$ cat config.mk
export PLATFORM = sky130hd
export DESIGN_NAME = nmac_ram
export DESIGN_NICKNAME = d
export VERILOG_FILES = /design/src/sv/nmac_ram.sv
export SDC_FILE = /design/constraint.sdc
export NUM_CORES = 1
export LEC_CHECK = 0
export BUFFER_PORTS_ARGS = -buffer_cell sky130_fd_sc_hd__buf_2
export CAP_MARGIN = 25
export CORE_ASPECT_RATIO = 1.4
export CORE_MARGIN = 2
export CORE_UTILIZATION = 35
export CTS_BUF_LIST = sky130_fd_sc_hd__clkbuf_8
export DETAILED_ROUTE_END_ITERATION = 16
export PLACE_DENSITY_LB_ADDON = 0.08
export SETUP_SLACK_MARGIN = 0.5
export SYNTH_ARGS = -nofsm -noshare
export SYNTH_HDL_FRONTEND = slang
export SYNTH_SLANG_ARGS = --single-unit
$ cat constraint.sdc
create_clock -name i_clk -period 2.2 [get_ports i_clk]
set_input_delay 0.33 -clock i_clk [delete_from_list [all_inputs] [get_ports i_clk]]
set_output_delay 0.33 -clock i_clk [all_outputs]
set_load 0.05 [all_outputs]
$ cat src/sv/nmac_ram.sv
// Generic single-write, single-read RAM with registered read data.
`default_nettype none
module nmac_ram #(
    parameter int unsigned WIDTH = 8,
    parameter int unsigned DEPTH = 16
) (
    input  wire logic                      i_clk,
    input  wire logic                      i_we,
    input  wire logic [$clog2(DEPTH)-1:0]  i_waddr,
    input  wire logic [WIDTH-1:0]          i_wdata,
    input  wire logic [$clog2(DEPTH)-1:0]  i_raddr,
    output logic      [WIDTH-1:0]          o_rdata
);

    logic [WIDTH-1:0] r_mem [DEPTH];

    // Write port and registered read port.
    always_ff @(posedge i_clk) begin
        if (i_we) begin
            r_mem[i_waddr] <= i_wdata;
        end
        o_rdata <= r_mem[i_raddr];
    end

endmodule
`default_nettype wire

==> impl_metrics.csv <==
group,metric,value,unit
status,status,"complete, no violations",
die,num_rows,52,
critical_path,critPathKind,"reg -> out",
finish,area_delta_synth_final,18.1,%
critical_path,crit_slowest_cell,"dfxtp_1",
logic_synthesis,synth_cell_type_count,19,
routing,vias,2392,
finish,diodes,0,
logic_synthesis,synth.area.top_cells,"edfxtp_1 (75%), mux4_2 (7.9%), mux4_1 (7.1%)",
clock_network,cts_tree,"done",
clock_network,cts_max_level,4,
sta,drv_slew,0,
logic_synthesis,avgSynthCellArea,22.5,um^2
logic_synthesis,synthMuxAreaShare,0.150,
logic_synthesis,synth_compound_area_frac,0.0233,
sta,skew,12.0,ps
clock_network,clock_sinks,136,
sta,hold_violations,0,
routing,drt_wl_total,10600,um
critical_path,endpoint_kind,"primary output",
logic_synthesis,synthAdderAreaFrac,0,
die,die-area,15700,um^2
power_and_ir_drop,leakagePower,2.06,nW
sta,finalSetupViolations,0,
logic_synthesis,synth-warning-count,0,
critical_path,cp-start-kind,"flop",
routing,first_pass_iters,4,
die,core-area,14400,um^2
sta,fmax,719,MHz
grt,grt_pass1_vias,2533,
sta,max_slew_margin,0.727,
placed_design,dpl.hpwl,7250,um
logic_synthesis,synth_top_area_cell,"edfxtp_1",
logic_synthesis,ys_top_cells_by_count,"edfxtp_1 (128), mux4_2 (18), a22oi_1 (16)",
critical_path,slowest_delay,360,ps
logic_synthesis,synth.most_common_cell,"edfxtp_1",
power_and_ir_drop,p_per_area,896,nW/um^2
routing,viasPerCell,4.89,
placed_design,place.gp.congestion,0.736,
critical_path,critical_path_buf_inv_count,1,
critical_path,arrival,1060,ps
logic_synthesis,synth_xor_area_frac,0,
logic_synthesis,async_flop_share,0,
clock_network,clk_latency,420,ps
clock_network,clk_path_buf_depth,2,
power_and_ir_drop,vdd_drop_max,0.415,mV
routing,post_drt_wl_per_cell,21.6,um
critical_path,required,1870,ps
logic_synthesis,syn-cell-area,5150,um^2
sta,tightest_slew,410,ps
die,die_h,147,um
grt,overflow,0,
clock_network,cts-buffers-inserted,17,
sta,setup-tns-final,0,ps
critical_path,cp_max_fo,1,
logic_synthesis,yosys.area.top_type_share,0.747,
clock_network,holdBufCountCts,0,
sta,fin_crit_sh,0.633,
logic_synthesis,ys_seq_area_frac,0.778,
logic_synthesis,synth_top_family_by_area,"multiplexers",
grt,antenna_found_initial,0,
die,io_pins,26,
critical_path,cpLargestDelayFamily,"flip-flops",
logic_synthesis,yosys.area_share.simple,0.0318,
grt,grt_usage,0.147,
routing,drc,0,
finish,num-nets-final,305,
placed_design,numPortBuffers,25,
logic_synthesis,ys_ff_latch,136,
clock_network,ctsRootBufferMaster,"clkbuf_8",
power_and_ir_drop,total_power,0.00545,W
critical_path,crit_chain,"buf_2",
logic_synthesis,synth-main-ff-cell,"edfxtp_1",
routing,final_antenna_net_count,0,
sta,finalCriticalPeriod,1390,ps
die,die_width,106,um
logic_synthesis,syn_nets,247,
logic_synthesis,synthCells,229,
die,start_util,0.356,
grt,grt_pass1_wl,15900,um
sta,rsz0062_at_grt,"false",
clock_network,clkTransAtPathRegs,80,ps
min_path,holdCritPathClass,"in -> reg",
clock_network,postCtsSetupRepairBufs,0,
finish,layout-drive-gt1-share,0.330,
logic_synthesis,synth-edff-count,128,
sta,fin_hold_ws,281,ps
grt,grt_max_degree,20,
job,drv_cap,0,
clock_network,cts_resized,0,
routing,drt-initial-drc-count,119,
-- cell families (layout without fill, tap and decap cells) --
| logic type | count (synthesis) | after routing |
|---|---|---|
| AND/OR/NAND/NOR | 35 | 35 |
| AO/OA/AOI/OAI | 16 | 16 |
| multiplexers | 32 | 32 |
| flip-flops | 136 | 136 |
| buffers and inverters | 10 | 81 |
-- final timing paths --
path	startpoint	end	slack (ps)	depth (start not counted)
min reg2reg	r_mem[14][1]	o_rdata[1]	680	3
max reg2reg	r_mem[1][5]	o_rdata[5]	830	3
max	o_rdata[6]	o_rdata[6]	810	1
min	i_wdata[6]	r_mem[4][6]	280	1
-- per-stage QoR --
stage,cell area [um^2],util,instances,setup slack [ps]
2_1_floorplan,5150,-,229,604
3_3_place_gp,5650,0.391,457,451
3_5_place_dp,5650,0.391,457,436
4_1_cts,6080,0.421,489,747
5_1_grt,6080,0.421,489,725
6_report,6080,0.421,489,808
-- layout by cell type (no fill, tap or decap), drive strengths merged --
cell	Yosys	layout
and2	1	1
and2b	1	1
nand3b	2	2
nor3	4	4
mux4	32	32
nand3	1	1
nor2b	1	1
clkinvlp	0	2
nand2b	2	2
nand2	9	9
edfxtp	128	128
buf	7	49
dfxtp	8	8
nor2	13	13
inv	0	6
clkbuf	0	17
or3b	1	1
bufinv	0	4
a22oi	16	16
clkinv	0	3
-- power by group --
part | switching [W] | internal (W)
registers | 0.0000179 | 0.00289
logic | 0.000213 | 0.000123
clock network | 0.000960 | 0.00124
total | 0.00119 | 0.00426
-- layout make-up --
class | instances | area [um^2]
fillers | 1328 | 8360
flip-flops and latches | 136 | 4000
multi-input cells | 83 | 1060
repair buffers | 49 | 343
well taps | 189 | 236
clock buffers | 17 | 234
clock inverters | 15 | 200
-- sequential cells by signal (all words and copies together), names as in the netlist --
signal	flops
r_mem	128
o_rdata	8
-- per-layer routing --
layer | vias to the layer above | routed length, um | track usage
li1 | 1089 | - | -
met4 | 0 | 140 | 0.0604
met1 | 1249 | 4430 | 0.176
met5 | - | 0 | 0
met2 | 47 | 5660 | 0.253
met3 | 7 | 322 | 0.0348
No activity file was read; power rests on OpenSTA's default activity.
