===== src/sv/nmac_pkg.sv =====
// Package with shared constants, codes and types of the negacyclic multiply-accumulate block.
`default_nettype none
package nmac_pkg;

    // Coefficient field width and the prime modulus.
    localparam int unsigned QW = 23;
    localparam logic [QW-1:0] Q = 23'd8380417;

    // Index field width on the ports and the default polynomial length.
    localparam int unsigned IW = 8;
    localparam int unsigned COEFFS = 256;

    // Operation codes of an input word.
    typedef enum logic [1:0] {
        OP_LOAD  = 2'd0,
        OP_MAC   = 2'd1,
        OP_READ  = 2'd2,
        OP_CLEAR = 2'd3
    } t_op;

    // Sequencer states.
    typedef enum logic [3:0] {
        ST_IDLE,
        ST_KSTART,
        ST_KLOAD,
        ST_STREAM,
        ST_DRAIN,
        ST_RSTART,
        ST_REDUCE,
        ST_WRITE,
        ST_RD_ISSUE,
        ST_RD_DATA
    } t_state;

    // Status of the modular reduction unit.
    typedef struct packed {
        logic busy;
        logic done;
    } t_red_stat;

endpackage
`default_nettype wire


===== src/sv/nmac_mod_unit.sv =====
// Iterative folding reduction of a wide unsigned sum modulo q.
`default_nettype none
module nmac_mod_unit #(
    parameter int unsigned SUM_W = 55
) (
    input  wire logic                         i_clk,
    input  wire logic                         i_rst_n,
    input  wire logic                         i_start,
    input  wire logic [SUM_W-1:0]             i_value,
    output nmac_pkg::t_red_stat               o_stat,
    output logic      [nmac_pkg::QW-1:0]      o_rem
);

    // The modulus is 2^23 - 2^13 + 1, so 2^23 is congruent to 2^13 - 1.
    localparam int unsigned FOLD_SH = 13;

    // Number of folds that bring a value of w bits below 2^(QW+1).
    function automatic int unsigned fold_steps(int unsigned w);
        int unsigned n;
        int unsigned cur;
        n   = 0;
        cur = w;
        while (cur > nmac_pkg::QW + 1) begin
            cur = ((cur - nmac_pkg::QW + FOLD_SH > nmac_pkg::QW) ?
                   cur - nmac_pkg::QW + FOLD_SH : nmac_pkg::QW) + 1;
            n++;
        end
        return n;
    endfunction

    localparam int unsigned FOLDS = fold_steps(SUM_W);
    localparam int unsigned CNT_W = $clog2(FOLDS + 2);

    logic [SUM_W-1:0] r_rem;
    logic [CNT_W-1:0] r_cnt;
    logic             r_busy;
    logic             r_done;
    logic [SUM_W-1:0] w_hi;
    logic [SUM_W-1:0] w_fold;
    logic             w_ge_q;

    // One fold of the upper bits per cycle, then two compare and subtract steps.
    assign w_hi   = r_rem >> nmac_pkg::QW;
    assign w_fold = (w_hi << FOLD_SH) - w_hi + SUM_W'(r_rem[nmac_pkg::QW-1:0]);
    assign w_ge_q = (r_rem >= SUM_W'(nmac_pkg::Q));

    always_ff @(posedge i_clk) begin
        if (!i_rst_n) begin
            r_busy <= 1'b0;
            r_done <= 1'b0;
        end else begin
            r_done <= 1'b0;
            if (i_start) begin
                r_busy <= 1'b1;
            end else if (r_busy && r_cnt == '0) begin
                r_busy <= 1'b0;
                r_done <= 1'b1;
            end
        end
    end

    // Remainder and step count.
    always_ff @(posedge i_clk) begin
        if (i_start) begin
            r_rem <= i_value;
            r_cnt <= CNT_W'(FOLDS + 1);
        end else if (r_busy) begin
            if (r_cnt > CNT_W'(1)) begin
                r_rem <= w_fold;
            end else if (w_ge_q) begin
                r_rem <= r_rem - SUM_W'(nmac_pkg::Q);
            end
            if (r_cnt != '0) begin
                r_cnt <= r_cnt - 1'b1;
            end
        end
    end

    assign o_stat.busy = r_busy;
    assign o_stat.done = r_done;
    assign o_rem       = r_rem[nmac_pkg::QW-1:0];

endmodule
`default_nettype wire


===== config.mk =====
export PLATFORM = sky130hd
export DESIGN_NAME = nmac_mod_unit
export DESIGN_NICKNAME = d
export VERILOG_FILES = /design/src/sv/nmac_pkg.sv /design/src/sv/nmac_mod_unit.sv
export SDC_FILE = /design/constraint.sdc
export NUM_CORES = 1
export LEC_CHECK = 0
export ABC_AREA = 1
export BUFFER_PORTS_ARGS = -buffer_cell sky130_fd_sc_hd__buf_2
export CAP_MARGIN = 20
export CORE_ASPECT_RATIO = 1.5
export CORE_MARGIN = 2
export CORE_UTILIZATION = 39
export DETAILED_ROUTE_END_ITERATION = 7
export HOLD_SLACK_MARGIN = 0.1
export PLACE_DENSITY_LB_ADDON = 0.05
export SKIP_LAST_GASP = 1
export SLEW_MARGIN = 10
export SYNTH_ARGS = -nofsm -noshare
export SYNTH_HDL_FRONTEND = slang
export SYNTH_SLANG_ARGS = --single-unit

===== constraint.sdc =====
create_clock -name i_clk -period 4.55 [get_ports i_clk]
set_input_delay 0.6825 -clock i_clk [delete_from_list [all_inputs] [get_ports i_clk]]
set_output_delay 0.6825 -clock i_clk [all_outputs]
set_load 0.03 [all_outputs]

==> results.sh <==
export IMPL_outcome="finished, final reports clean"
export IMPL_synth_distinct_cells=50
export IMPL_hold_path_end="r_cnt[0]"
export IMPL_finalSetupViolations=0
export IMPL_critical_path_max_stage_delay_ns=0.53
export IMPL_root_buffer="clkbuf_16"
export IMPL_cp_end_kind="flop"
export IMPL_area_delta_synth_final_pct=11.84
export IMPL_design_core_area_um2=24350
export IMPL_reg2reg_depth=24
export IMPL_die_area_um2=26040
export IMPL_max_vdd_ir_drop_uv=404.4
export IMPL_tritoncts="yes"
export IMPL_hold_class="flop to flop"
export IMPL_placed_cell_area_um2=10430
export IMPL_worst_pin_slew_ns=0.7514
export IMPL_pin_count=83
export IMPL_r2r_start="r_rem[36]"
export IMPL_syn_num_nets=1764
export IMPL_layout_drive_gt1_share=0.1588
export IMPL_fin_worst_skew_ns=0.01142
export IMPL_insertion_delay_ns=0.37
export IMPL_antenna_found_initial=0
export IMPL_postSynthCellCount=1655
export IMPL_cpMostUsedCell="nand2_1"
export IMPL_avgSynthCellArea_um2=5.829
export IMPL_ys_ff_latch=60
export IMPL_crit_path_start_kind="flop"
export IMPL_wirelength_um=45750
export IMPL_period_share=0.9345
export IMPL_drv_slew=0
export IMPL_grt_use_total=0.3483
export IMPL_crit_required_ns=4.67
export IMPL_gp_congestion=1.026
export IMPL_wl_per_cell_um=22.19
export IMPL_ys_seq_area_frac=0.1816
export IMPL_fp_dieH_um=196.6
export IMPL_yosysMostFrequentCell="nand2_1"
export IMPL_hold_depth=2
export IMPL_grt_use_met2=0.6421
export IMPL_grt_busiest_layer="met2"
export IMPL_drc_errors=0
export IMPL_async_flop_share=0
export IMPL_path_clk_slew_ns=0.07
export IMPL_grt_pass1_wl_um=66590
export IMPL_cp_max_fo=4
export IMPL_synth_edf_count=55
export IMPL_vias=11260
export IMPL_cts_buffers=9
export IMPL_cts_max_level=3
export IMPL_cp_data_arrival_time_ns=4.37
export IMPL_path_cells="inv_1 > ha_1 > inv_1 > nor2_1 > nand2_1 > nor2_2 > nand2_1 > nand2_2 > xor2_1 > ha_1 > nand2_1 > nor2_1 > nand2_1 > o21ai_0 > a21oi_1 > buf_4 > nor2_4 > nand3_2 > nor2_2 > nand2_1 > nand2_1 > nand3_1 > nand2_1 > nand2_1"
export IMPL_rrSetupSlack_ns=0.30
export IMPL_dpl_hpwl_um=38490
export IMPL_met3_usage=0.04064
export IMPL_port_buffer_count=82
export IMPL_overflow=0
export IMPL_grt_use_met1=0.3630
export IMPL_die_x_um=132.4
export IMPL_fin_ws_ns=0.2982
export IMPL_fin_cells=2062
export IMPL_drtIter0Drc=633
export IMPL_place_inst=2042
export IMPL_initial_core_util=0.3962
export IMPL_cp_slowest_cell="edfxtp_1"
export IMPL_ys_flop_type="edfxtp_1"
export IMPL_routed_via_density=5.462
export IMPL_clock_fmax_mhz=235.2
export IMPL_rows=70
export IMPL_rsz0062_at_grt="yes"
export IMPL_nNetsFinal=1842
export IMPL_cap_violations=0
export IMPL_synth_top_area_cell="nand2_1"
export IMPL_synth_warnings=0
export IMPL_grt_max_degree=56
export IMPL_hold_viol_final=0
export IMPL_reg2reg_to="r_rem[43]"
export IMPL_drtAntennaViolNets=0
export IMPL_layout_min_cycle_time_ns=4.252
export IMPL_power_density_nw_per_um2=552.9
export IMPL_ys_top_cells_by_count="492 x nand2_1, 223 x inv_1, 194 x nor2_1, 121 x nand3_1, 101 x a21oi_1"
export IMPL_clock_sinks=60
export IMPL_grt_pass1_vias=11030
export IMPL_p_leak_nw=5.297
export IMPL_nFillCells=2831
export IMPL_diodes=0
export IMPL_fin_area_um2=10790
export IMPL_synth_top_area_frac=0.1914
export IMPL_crit_type="flop to flop"
export IMPL_cts_path_max_buffers=2
export IMPL_place_ws_ns=0.2584
export IMPL_drt_pass1_iter_count=5
export IMPL_worstHoldStart="r_cnt[0]"
export IMPL_netlist_area_um2=9647
export IMPL_max_slew_margin=0.4991
export IMPL_yosys_top_cells_area="nand2_1 19%, edfxtp_1 17%, inv_1 8.7%, nor2_1 7.5%, ha_1 6.5%"
-- area by class of cell --
cell class,count,area (µm²),area share
multi-input combinational,1303,6718,0.6226
timing repair buffer,116,678.2,0.06286
clock inverter,7,98.84,0.009162
sequential,60,1752,0.1624
clock buffer,9,225.2,0.02087
inverter,243,912.1,0.08454
tap,324,405.4,0.03757
-- through the flow --
step | hold slack [ns] | util | setup TNS [ns] | power (mW)
finish | 0.5080 | 0.4431 | 0 | 5.965
CTS | 0.5067 | 0.4418 | 0 | 5.903
global route | 0.5305 | 0.4431 | -0.02243 | 6.413
floorplan | 0.4703 | - | 0 | 3.818
global placement | 0.4881 | 0.4285 | 0 | 5.089
detailed placement | 0.4908 | 0.4285 | 0 | 5.076
-- what timing repair did --
action	in CTS	in global routing
setup buffers	0	4
resized for setup	0	2
endpoints found under the hold margin	0	0
hold buffers	0	0
setup endpoints to repair	0	10
-- cells in the final DEF (no fill, tap or decap), types with 27 or more instances in the layout --
cell type / count
nand2_1: 491
inv_1: 222
nor2_1: 193
nand3_1: 121
a21oi_1: 101
buf_2: 82
o21ai_0: 67
edfxtp_1: 55
ha_1: 50
nand2_2: 36
nand4_1: 35
buf_4: 33
xor2_1: 32
nor2_2: 30
a31oi_1: 27
-- worst max-delay path, delay by kind of cell, from the launching register on --
kind / cells / cell delay [ns]
AND/OR/NAND/NOR: 16 / 2.00
adder cells (fa/ha/maj): 2 / 0.58
flip-flops: 1 / 0.53
buffers and inverters: 3 / 0.36
XOR/XNOR: 1 / 0.31
AO/OA/AOI/OAI: 2 / 0.22
-- routing by layer --
metal / vias up / routed length [µm] / part of all wire
li1: 5504 / - / -
met1: 5216 / 16650 / 0.36
met2: 402 / 23380 / 0.51
met3: 141 / 1987 / 0.043
met4: 0 / 3735 / 0.082
met5: - / 0 / 0
-- sequential cells by signal, summed over array words and instances (netlist names) --
name	count
r_cnt	3
r_done	1
r_busy	1
r_rem	55
-- kinds of logic (layout without fill, tap and decap cells) --
| kind of cell | Yosys count | after routing | synth area share |
|---|---|---|---|
| buf+inv | 292 | 375 | 0.1237 |
| fa+ha+maj | 51 | 51 | 0.06693 |
| simple gates | 977 | 977 | 0.4547 |
| compound gates | 236 | 236 | 0.1376 |
| xor+xnor | 39 | 39 | 0.03541 |
| flops | 60 | 60 | 0.1816 |
-- where the power goes --
part | leakage (nW) | switching, mW | internal, mW
sequential | 0.593 | 0.255 | 0.799
combinational | 4.55 | 2.80 | 1.30
clock | 0.156 | 0.329 | 0.483
-- worst max-delay path by stage --
stage / from / endpoint / slack (ns) / depth (start not counted)
floorplan: r_rem[23] / r_rem[41] / 1.23 / 26
global placement: r_rem[23] / r_rem[39] / 0.19 / 22
detailed placement: r_rem[23] / r_rem[43] / 0.26 / 23
CTS: r_rem[23] / r_rem[43] / 0.24 / 23
global route: r_rem[36] / r_rem[39] / -0.02 / 23
finish: r_rem[36] / r_rem[43] / 0.30 / 24
Note: power is estimated with default switching activity, not from simulation.
